<file path="src/design/vmdaw_pkg.sv">
package vmdaw_pkg;

  localparam int NREG = 8;
  localparam int CFG_IDX_W = 4;
  localparam int ATAN_LEN = 40;
  localparam int CW = 34;
  localparam int MW = 40;
  localparam int PW = 36;
  localparam int SQRT_STEPS = 32;

  localparam logic [3:0] REG_0_00  = 4'd0;
  localparam logic [3:0] REG_0_10  = 4'd1;
  localparam logic [3:0] REG_0_1M1 = 4'd2;
  localparam logic [3:0] REG_1_11  = 4'd3;
  localparam logic [3:0] REG_1_00  = 4'd4;
  localparam logic [3:0] REG_1_10  = 4'd5;
  localparam logic [3:0] REG_1_1M1 = 4'd6;
  localparam logic [3:0] REG_2_10  = 4'd7;

  localparam logic signed [MW-1:0] ONE_Q30   = 40'sd1073741824;
  localparam logic signed [MW-1:0] SQRT2_Q30 = 40'sd1518500250;
  localparam logic [27:0] SCALE_Q30 = 28'd256336978;
  localparam logic signed [CW-1:0] GAIN_Q30 = 34'sd652032874;
  localparam logic [29:0] RAD_TO_BAM = 30'd683565276;
  localparam logic [34:0] WSUM_LIM = 35'h4_0000_0000;
  localparam int DEF_SDM_2_1M1 = 0;
  localparam int DEF_CORDIC_STEPS = 30;

  typedef logic signed [CW-1:0] cval_t;
  typedef logic signed [MW-1:0] mop_t;
  typedef logic signed [PW-1:0] prod_t;

  function automatic cval_t atan_bam(input int i);
    cval_t r;
    case (i)
      0: r = 34'sd536870912;
      1: r = 34'sd316933406;
      2: r = 34'sd167458907;
      3: r = 34'sd85004756;
      4: r = 34'sd42667331;
      5: r = 34'sd21354465;
      6: r = 34'sd10679838;
      7: r = 34'sd5340245;
      8: r = 34'sd2670163;
      9: r = 34'sd1335087;
      10: r = 34'sd667544;
      11: r = 34'sd333772;
      12: r = 34'sd166886;
      13: r = 34'sd83443;
      14: r = 34'sd41722;
      15: r = 34'sd20861;
      16: r = 34'sd10430;
      17: r = 34'sd5215;
      18: r = 34'sd2608;
      19: r = 34'sd1304;
      20: r = 34'sd652;
      21: r = 34'sd326;
      22: r = 34'sd163;
      23: r = 34'sd81;
      24: r = 34'sd41;
      25: r = 34'sd20;
      26: r = 34'sd10;
      27: r = 34'sd5;
      28: r = 34'sd3;
      29: r = 34'sd1;
      30: r = 34'sd1;
      default: r = '0;
    endcase
    return r;
  endfunction

  // operands clamp to [-2, 2] in Q2.30, product floored by 2^30
  function automatic prod_t mul(input mop_t a, input mop_t b);
    logic signed [32:0] ca;
    logic signed [32:0] cb;
    logic signed [65:0] p;
    logic signed [65:0] q;
    if (a > 40'sh0080000000) ca = 33'sh080000000;
    else if (a < -40'sh0080000000) ca = -33'sh080000000;
    else ca = a[32:0];
    if (b > 40'sh0080000000) cb = 33'sh080000000;
    else if (b < -40'sh0080000000) cb = -33'sh080000000;
    else cb = b[32:0];
    p = 66'(ca) * 66'(cb);
    q = p >>> 30;
    return q[PW-1:0];
  endfunction

endpackage

</file>
<file path="src/design/vmdaw_sqrt_cell.sv">
module vmdaw_sqrt_cell import vmdaw_pkg::*; #(
  parameter int STEP = 0
) (
  input  logic        clk,
  input  logic        en,
  input  logic [63:0] v_in,
  input  logic [63:0] r_in,
  output logic [63:0] v,
  output logic [63:0] r
);

  localparam logic [63:0] BIT = 64'd1 << (62 - 2 * STEP);

  logic [63:0] trial;

  assign trial = r_in + BIT;

  always_ff @(posedge clk) begin
    if (en) begin
      if (v_in >= trial) begin
        v <= v_in - trial;
        r <= (r_in >> 1) + BIT;
      end else begin
        v <= v_in;
        r <= r_in >> 1;
      end
    end
  end

endmodule

</file>
<file path="config.mk">
export PLATFORM = sky130hd
export DESIGN_NAME = vmdaw_sqrt_cell
export DESIGN_NICKNAME = d
export VERILOG_FILES = /design/src/design/vmdaw_pkg.sv /design/src/design/vmdaw_sqrt_cell.sv
export SDC_FILE = /design/constraint.sdc
export NUM_CORES = 1
export LEC_CHECK = 0
export BUFFER_PORTS_ARGS = -buffer_cell sky130_fd_sc_hd__buf_2
export CORE_MARGIN = 8
export CORE_UTILIZATION = 57
export DETAILED_ROUTE_END_ITERATION = 6
export HOLD_SLACK_MARGIN = 0.15
export PLACE_DENSITY = 0.95
export SYNTH_ARGS = -nofsm -noshare
export SYNTH_HDL_FRONTEND = slang
export SYNTH_SLANG_ARGS = --single-unit
</file>
<file path="constraint.sdc">
create_clock -name clk -period 4.4 [get_ports clk]
set_input_delay 0 -clock clk [delete_from_list [all_inputs] [get_ports clk]]
set_output_delay 0 -clock clk [all_outputs]
set_load 0.05 [all_outputs]
</file>
==> metrics.md <==
| Metric | Value |
|---|---|
| Detailed Route Iter0 Violations | 1,140 |
| Fraction of layout cells with a size suffix above 1 | 24.4% |
| Synth top area share | 44.6% |
| H-tree levels | 4 |
| Final min period | 4.21 ns |
| Ys Warns | 0 |
| Failing checks | DRC |
| RSZ-0062 raised after global routing | no |
| Initial antenna violation count | 1 |
| Total power | 4.87 mW |
| Maximum VDD drop | 0.265 mV |
| CTS Sinks | 128 |
| Worst setup path class | input port to register |
| Clock power share | 32.5% |
| Flops & latches, synth | 128 |
| Mapped Cells | 885 |
| Dpl hpwl | 18.8 mm |
| Root Buffer | clkbuf_16 |
| Max cap viols | 0 |
| DRC | 1 |
| Final ANT Viol Nets | 0 |
| Number of nets in the layout | 1,452 |
| Sequential share of power | 32.4% |
| CTS tree | built |
| Die Span X | 139 um |
| Library cells used by synthesis | 58 |
| Least-Margin Pin Slew | 0.867 ns |
| PwrDens | 407 nW/um^2 |
| Sw Ratio | 36.9% |
| Highest clock rate | 0.238 GHz |
| Layout Cells excl Fill | 1,458 |
| Sum of negative setup slack | 0 ns |
| Port Buf Inserts | 257 |
| CP Launch Type | input port |
| Largest fanout on the critical path | 72 |
| FF/Latch Area | 3840 sq um |
| Router iterations before antenna repair | 7 |
| Fill cell count | 857 |
| I/O pins | 258 |
| LEAKAGE | 5.50 nW |
| Syn avg cell area | 9.73 sq um |
| Gr usage total | 33.0% |
| Die area | 19,300 sq um |
| GPL Wtd Cong | 0.871 |
| Via density | 6.28 |
| Net Count, Synth | 1,080 |
| Vias | 9,153 |
| Site row count | 45 |
| Async set-reset flop share out of synthesis | 0% |
| First-pass GRT wire length | 50.1 mm |
| Combinational share of power | 35.1% |
| Dpl cells | 1,298 |
| Int Pwr | 3.07 mW |
| DR WL/cell | 22.2 um |
| Top post-synthesis cells by area | edfxtp_1 45%, ha_1 9.3%, a21oi_1 6.5% |
| Final Hold Fails | 0 |
| Data arrival, critical path | 4.39 ns |
| Clock-pin slew of the registers on the worst-case setup and hold paths | 0.06 ns |
| Main synth FF type | edfxtp_1 |
| Commonest non-fill, non-tap cell in the layout | buf_2 |
| Max_slew headroom | 42.2% |
| Area Overhead vs Synth | 39.0% |
| Slew Viols, Final | 0 |
| Final hold slack | 0.184 ns |
| Sw Pwr | 1.80 mW |
| Status | finished, violations left |
| Total core area | 15,000 sq um |
| Antenna cells | 0 |
| CP Capture Type | register |
| Total CTS buffers | 17 |
| Die height | 139 um |
| Post-Route WL | 32.4 mm |
| Seq/Total Area, Yosys | 44.6% |
| Starting Density | 57.5% |
| Commonest cells after routing, fill and taps aside | 256 x buf_2, 128 x dlygate4sd3_1, 128 x edfxtp_1 |
| Synthesized cell area | 8610 sq um |
| Final Util | 79.9% |
| Post-synth EDFFs | 128 |
| Total gr overflow | 0 |
| Worst hold path type | input port to register |
| Largest net degree at the start of global routing | 73 |
| Clock buffer depth | 2 |
| Vias in the first global route | 9,489 |
| Worst EP required | 4.58 ns |
| Post-CTS setup buffer count | 0 |
| Multi-input gate area | 4320 sq um |
| Final worst path period share | 95.6% |
| Post-synth top area cell | edfxtp_1 |
| Final setup fails | 0 |
## routing by layer
metal  wire length, um  GRT usage (%)  vias to the layer above
li1                  -              -                     3979
met1             10600           33.3                     4183
met2             16000           56.4                      750
met3              3410           10.5                      239
met4              2420           24.6                        2
met5                13              0                        -
## synthesized netlist by cell type (all sizes together), types with 5 or more instances
cell / number
a21boi: 5
a21o: 49
a21oi: 111
a31oi: 7
a41oi: 5
and2: 10
and3: 13
buf: 11
clkbuf: 26
edfxtp: 128
ha: 64
inv: 78
mux2: 14
nand2: 52
nand3: 14
nand4: 18
nor2: 82
nor2b: 10
nor3: 12
o211ai: 7
o21a: 7
o21ai: 43
o21bai: 11
o31a: 5
xnor2: 36
xor2: 20
## through the flow
stage          area, sq um  worst slack, ns
2_1_floorplan         8610             1.54
3_3_place_gp         10000            0.946
3_5_place_dp         10000            0.747
4_1_cts              12000            0.381
5_1_grt              12000           0.0847
6_report             12000            0.193
## path summary, 6_finish.rpt
path | slack (ns) | start | cells after the start | to
worst max-delay path | 0.19 | v_in[16] | 13 | v[0]
worst min-delay path | 0.18 | en | 1 | r[8]
## power by group through the flow
stage	combinational (mW)	clock (mW)	sequential, mW
after global placement	1.49	0	1.58
after detailed placement	1.52	0	1.58
final	1.71	1.58	1.58
after floorplan	0.626	0	2.09
after global routing	1.79	1.62	1.59
after CTS	1.64	1.57	1.56
## final cells by class
| class | count | area share, % |
|---|---|---|
| Inverter | 78 | 2.45 |
| Tap cell | 188 | 1.97 |
| Clock inverter | 13 | 1.77 |
| Clock buffer | 19 | 3.62 |
| Multi-Input combinational cell | 642 | 36.1 |
| Sequential cell | 128 | 32.1 |
| Timing Repair Buffer | 390 | 22.0 |
## kinds of logic (layout without fill, tap and decap cells)
family          Yosys count  after routing  synth area share [%]
compound gates          272            272                  19.8
simple gates            234            234                  13.2
flops                   128            128                  44.6
buf+inv                 115            500                  5.19
fa+ha+maj                65             65                  9.53
xor+xnor                 56             56                  5.70
mux                      15             15                  1.95
## registers in the layout, indices dropped and copies added (netlist names)
name / flops
r: 64
v: 64
## what timing repair did
item | 4_1_cts | 5_1_grt
hold buffers | 128 | 0
endpoints found under the hold margin | 128 | 0
resized for setup | 0 | 0
## critical path, stage by stage
cell and delay (ns):
dlygate4sd3_1 0.55, buf_2 0.14, ha_1 0.41, and2_1 0.25, nand3_1 0.20, or3_1 0.45
a41o_1 0.30, nor3_2 0.22, o21ai_1 0.16, o41ai_4 0.62, buf_12 0.34, a21oi_1 0.13
dlygate4sd3_1 0.56
Power figures use the tool's default switching activity.
