## src/design/vmdaw_pkg.sv

```systemverilog
package vmdaw_pkg;

  localparam int NREG = 8;
  localparam int CFG_IDX_W = 4;
  localparam int ATAN_LEN = 40;
  localparam int CW = 34;
  localparam int MW = 40;
  localparam int PW = 36;
  localparam int SQRT_STEPS = 32;

  localparam logic [3:0] REG_0_00  = 4'd0;
  localparam logic [3:0] REG_0_10  = 4'd1;
  localparam logic [3:0] REG_0_1M1 = 4'd2;
  localparam logic [3:0] REG_1_11  = 4'd3;
  localparam logic [3:0] REG_1_00  = 4'd4;
  localparam logic [3:0] REG_1_10  = 4'd5;
  localparam logic [3:0] REG_1_1M1 = 4'd6;
  localparam logic [3:0] REG_2_10  = 4'd7;

  localparam logic signed [MW-1:0] ONE_Q30   = 40'sd1073741824;
  localparam logic signed [MW-1:0] SQRT2_Q30 = 40'sd1518500250;
  localparam logic [27:0] SCALE_Q30 = 28'd256336978;
  localparam logic signed [CW-1:0] GAIN_Q30 = 34'sd652032874;
  localparam logic [29:0] RAD_TO_BAM = 30'd683565276;
  localparam logic [34:0] WSUM_LIM = 35'h4_0000_0000;
  localparam int DEF_SDM_2_1M1 = 0;
  localparam int DEF_CORDIC_STEPS = 30;

  typedef logic signed [CW-1:0] cval_t;
  typedef logic signed [MW-1:0] mop_t;
  typedef logic signed [PW-1:0] prod_t;

  function automatic cval_t atan_bam(input int i);
    cval_t r;
    case (i)
      0: r = 34'sd536870912;
      1: r = 34'sd316933406;
      2: r = 34'sd167458907;
      3: r = 34'sd85004756;
      4: r = 34'sd42667331;
      5: r = 34'sd21354465;
      6: r = 34'sd10679838;
      7: r = 34'sd5340245;
      8: r = 34'sd2670163;
      9: r = 34'sd1335087;
      10: r = 34'sd667544;
      11: r = 34'sd333772;
      12: r = 34'sd166886;
      13: r = 34'sd83443;
      14: r = 34'sd41722;
      15: r = 34'sd20861;
      16: r = 34'sd10430;
      17: r = 34'sd5215;
      18: r = 34'sd2608;
      19: r = 34'sd1304;
      20: r = 34'sd652;
      21: r = 34'sd326;
      22: r = 34'sd163;
      23: r = 34'sd81;
      24: r = 34'sd41;
      25: r = 34'sd20;
      26: r = 34'sd10;
      27: r = 34'sd5;
      28: r = 34'sd3;
      29: r = 34'sd1;
      30: r = 34'sd1;
      default: r = '0;
    endcase
    return r;
  endfunction

  // operands clamp to [-2, 2] in Q2.30, product floored by 2^30
  function automatic prod_t mul(input mop_t a, input mop_t b);
    logic signed [32:0] ca;
    logic signed [32:0] cb;
    logic signed [65:0] p;
    logic signed [65:0] q;
    if (a > 40'sh0080000000) ca = 33'sh080000000;
    else if (a < -40'sh0080000000) ca = -33'sh080000000;
    else ca = a[32:0];
    if (b > 40'sh0080000000) cb = 33'sh080000000;
    else if (b < -40'sh0080000000) cb = -33'sh080000000;
    else cb = b[32:0];
    p = 66'(ca) * 66'(cb);
    q = p >>> 30;
    return q[PW-1:0];
  endfunction

endpackage

```

## src/design/vmdaw_cordic_cell.sv

```systemverilog
module vmdaw_cordic_cell import vmdaw_pkg::*; #(
  parameter int STEP = 0
) (
  input  logic  clk,
  input  logic  en,
  input  cval_t x_in,
  input  cval_t y_in,
  input  cval_t z_in,
  output cval_t x,
  output cval_t y,
  output cval_t z
);

  localparam cval_t ATAN = atan_bam(STEP);

  cval_t dx, dy;

  assign dx = y_in >>> STEP;
  assign dy = x_in >>> STEP;

  always_ff @(posedge clk) begin
    if (en) begin
      if (z_in >= 0) begin
        x <= x_in - dx;
        y <= y_in + dy;
        z <= z_in - ATAN;
      end else begin
        x <= x_in + dx;
        y <= y_in - dy;
        z <= z_in + ATAN;
      end
    end
  end

endmodule

```

## config.mk

```make
export PLATFORM = sky130hd
export DESIGN_NAME = vmdaw_cordic_cell
export DESIGN_NICKNAME = d
export VERILOG_FILES = /design/src/design/vmdaw_pkg.sv /design/src/design/vmdaw_cordic_cell.sv
export SDC_FILE = /design/constraint.sdc
export NUM_CORES = 1
export LEC_CHECK = 0
export BUFFER_PORTS_ARGS = -buffer_cell sky130_fd_sc_hd__clkbuf_2
export CORE_UTILIZATION = 30
export DETAILED_ROUTE_END_ITERATION = 10
export PLACE_DENSITY_LB_ADDON = 0.08
export SLEW_MARGIN = 20
export SYNTH_ARGS = -nofsm -noshare
export SYNTH_HDL_FRONTEND = slang
export SYNTH_SLANG_ARGS = --single-unit
export TNS_END_PERCENT = 30
```

## constraint.sdc

```tcl
create_clock -name clk -period 2.9 [get_ports clk]
set_clock_uncertainty 0.05 [all_clocks]
set_input_delay 0 -clock clk [delete_from_list [all_inputs] [get_ports clk]]
set_output_delay 0 -clock clk [all_outputs]
set_load 0.01 [all_outputs]
```

==> flow_summary_export.csv <==
group,metric,value,unit
status,status,"complete, no violations",
min_path,worstHoldStart,"z_in[30]",
die,die_y,175,um
sta,fin_setup_tns,0,ps
sta,hold_viol,0,
detailed_routing,route.vias.total,8435,
global_route,grt_pass1_vias,8331,
global_route,grt_max_degree,44,
clocking,cts_setup_buffers,0,
clocking,cts-root-buf,"clkbuf_16",
sta,worst-slew-pin-transition,641,ps
placement,place_area,11200,um^2
sta,finalMaxSlewViolations,0,
cells_and_area,area_growth,31.9,%
cells_and_area,regArea,3030,um^2
min_path,hold_path.class,"input pin to flip-flop",
yosys,yosysWarnings,0,
detailed_routing,drt_iter0_markers,526,
power,power_density,452,nW/um^2
global_route,antenna_found_initial,0,
global_route,grt_pass1_wl,46700,um
job,drv_cap,0,
critical_path,cp.arrival,2780,ps
critical_path,critPathKind,"input pin to flip-flop",
yosys,synth_edf_count,101,
clocking,clock_path_buffers,2,
critical_path,worstPathMaxFanout,35,
critical_path,required,2940,ps
detailed_routing,wirelength,30600,um
critical_path,critPathBufInv,4,
yosys,synth.distinct_cells,79,
yosys,avgSynthCellArea,9.02,um^2
yosys,async_flop_share,0,
clocking,cts_tree,"built",
sta,period_share,0.943,
critical_path,end_kind,"flip-flop",
power,cellLeakagePower,5.40,nW
placement,dp_hpwl,24900,um
critical_path,cp_slowest_stage_delay,540,ps
critical_path,cpMostUsedCell,"nor4_1",
clocking,cts_inserted_buffers,9,
critical_path,setup.worst_path.start_class,"input pin",
sta,rsz0062_at_grt,"false",
sta,slew_headroom,0.572,
cells_and_area,drive_gt1_frac,0.276,
yosys,syn-cell-area,8950,um^2
global_route,grt_usage,0.198,
sta,worst_slack,166,ps
yosys,postSynthCellCount,992,
die,die_x,175,um
sta,fmax,366,MHz
placement,portBuffers,205,
detailed_routing,post-route-drc-count,0,
yosys,synthesis.nets,1204,
min_path,hold_depth,2,
global_route,grt_overflow,0,
critical_path,crit_slowest_cell,"dlygate4sd3_1",
placement,place_congestion,0.887,
cells_and_area,fin_area,11800,um^2
yosys,yosysSeqAreaShare,0.339,
detailed_routing,vias_per_cell,4.95,
cells_and_area,fill_cells,2977,
yosys,synth-seq-cells,101,
sta,period_needed,2730,ps
global_route,use_met3,0.0281,
critical_path,path_cells,"dlygate4sd3_1, clkbuf_2, nor4_1, nand4_1, nor4_1, and4_1, nor2_4, inv_2, buf_12, nor3_1, o21a_1, a211oi_1, xor2_1",
power,vdd_drop_max,0.230,mV
cells_and_area,multi_input_area,5330,um^2
clocking,cts.sinks,101,
global_route,use_met1,0.262,
detailed_routing,wire_per_inst,18.0,um
clocking,clkTransAtPathRegs,80,ps
die,initial_utilization,0.309,
clocking,htree_num_levels,3,
detailed_routing,postRouteAntennaNets,0,
power,power,5.33,mW
die,core.rowCount,62,
sta,setup_viol,0,
global_route,grt-busiest-layer,"met2",
die,core_area,29000,um^2
yosys,ys.flop_type,"edfxtp_1",
placement,dpl_worst_slack,-107,ps
die,die_area,30500,um^2
min_path,hold_end,"z[30]$_DFFE_PP_",
die,io_pins,206,
critical_path,path_delay_family,"simple AND/OR/NAND/NOR gates",
global_route,grt_use_met2,0.329,
detailed_routing,dr.pass1.iters,5,
cells_and_area,nNetsFinal,1526,
## worst max path at each step
stage,start,to,slack (ps),cells past startpoint
CTS,z_in[5],y[9]$_DFFE_PP_,120,12
finish,z_in[5],y[31]$_DFFE_PP_,170,13
floorplan,x_in[0],x[30]$_DFFE_PP_,440,12
global placement,y_in[0],y[30]$_DFFE_PP_,-140,14
global route,z_in[8],y[31]$_DFFE_PP_,7,13
detailed placement,y_in[0],y[30]$_DFFE_PP_,-110,14
## Yosys cell counts (all sizes together), types with 14 or more instances
| library cell | n | area share |
|---|---|---|
| nand3 | 17 | 0.010 |
| o21bai | 19 | 0.016 |
| xnor2 | 59 | 0.058 |
| nand2 | 39 | 0.017 |
| nor2 | 80 | 0.034 |
| buf | 25 | 0.014 |
| ha | 104 | 0.15 |
| a21oi | 117 | 0.067 |
| nor2b | 14 | 0.0098 |
| clkbuf | 19 | 0.0080 |
| edfxtp | 101 | 0.34 |
| o21a | 14 | 0.012 |
| nand4 | 14 | 0.0098 |
| o21ai | 72 | 0.041 |
| nor3 | 20 | 0.011 |
| inv | 106 | 0.044 |
| mux2i | 15 | 0.017 |
| a21o | 17 | 0.014 |
## cell usage in the layout, fill, tap and decap left out, types with 11 or more instances in the layout
cell and instances:
clkbuf_2 204, buf_4 119, a21oi_1 113, inv_1 104
ha_1 104, edfxtp_1 101, nor2_1 79, o21ai_0 62
xnor2_1 59, nand2_1 38, dlygate4sd3_1 30, nor3_1 20
o21bai_1 19, a21o_1 17, nand3_1 16, mux2i_1 15
nand4_1 14, nor2b_1 14, o21a_1 14, nor4_1 11
a211oi_1 11
## metrics by stage
| step | instances | utilization | hold slack (ps) |
|---|---|---|---|
| after floorplan | 992 | - | 48.9 |
| after global placement | 1657 | 0.386 | 151 |
| after detailed placement | 1657 | 0.386 | 147 |
| after CTS | 1703 | 0.407 | 5.20 |
| after global routing | 1703 | 0.407 | 34.9 |
| final | 1704 | 0.407 | 17.0 |
## repair_timing
item,CTS,global route
hold endpoints to repair,30,0
endpoints found under the setup margin,0,0
hold buffers,30,0
resized for setup,0,0
## report_power, final
part / switching, mW / leakage, nW / internal [mW]
clock: 0.626 / 0.151 / 0.691
sequential: 0.0650 / 0.989 / 1.88
combinational: 1.19 / 4.26 / 0.877
## registers in the layout, indices dropped and copies added, names as in the netlist
name and count:
x 34, z 34, y 33
## logic make-up after synthesis
group	count (synthesis)	share of synthesized area
and+or+nand+nor	225	0.122
muxes	15	0.0168
xor gates and xnor gates	68	0.0665
DFF	101	0.339
adders and majority gates	108	0.154
buffers and inverters	151	0.0671
AOI/OAI and AO/OA	324	0.234
## cell type report
| type | instances | area share |
|---|---|---|
| Clock buffer | 10 | 0.0194 |
| Antenna cell | 1 | 0.000212 |
| Timing Repair Buffer | 355 | 0.191 |
| Clock inverter | 6 | 0.00668 |
| Sequential cell | 101 | 0.257 |
| Inverter | 107 | 0.0340 |
| Tap cell | 384 | 0.0407 |
| Multi-Input combinational cell | 740 | 0.451 |
## per-layer routing
| layer | vias to the layer above | share of wire |
|---|---|---|
| met5 | - | 0 |
| met4 | 0 | 0.026 |
| met3 | 42 | 0.053 |
| met2 | 279 | 0.46 |
| met1 | 3899 | 0.46 |
| li1 | 4215 | - |
Power figures use the tool's default switching activity.
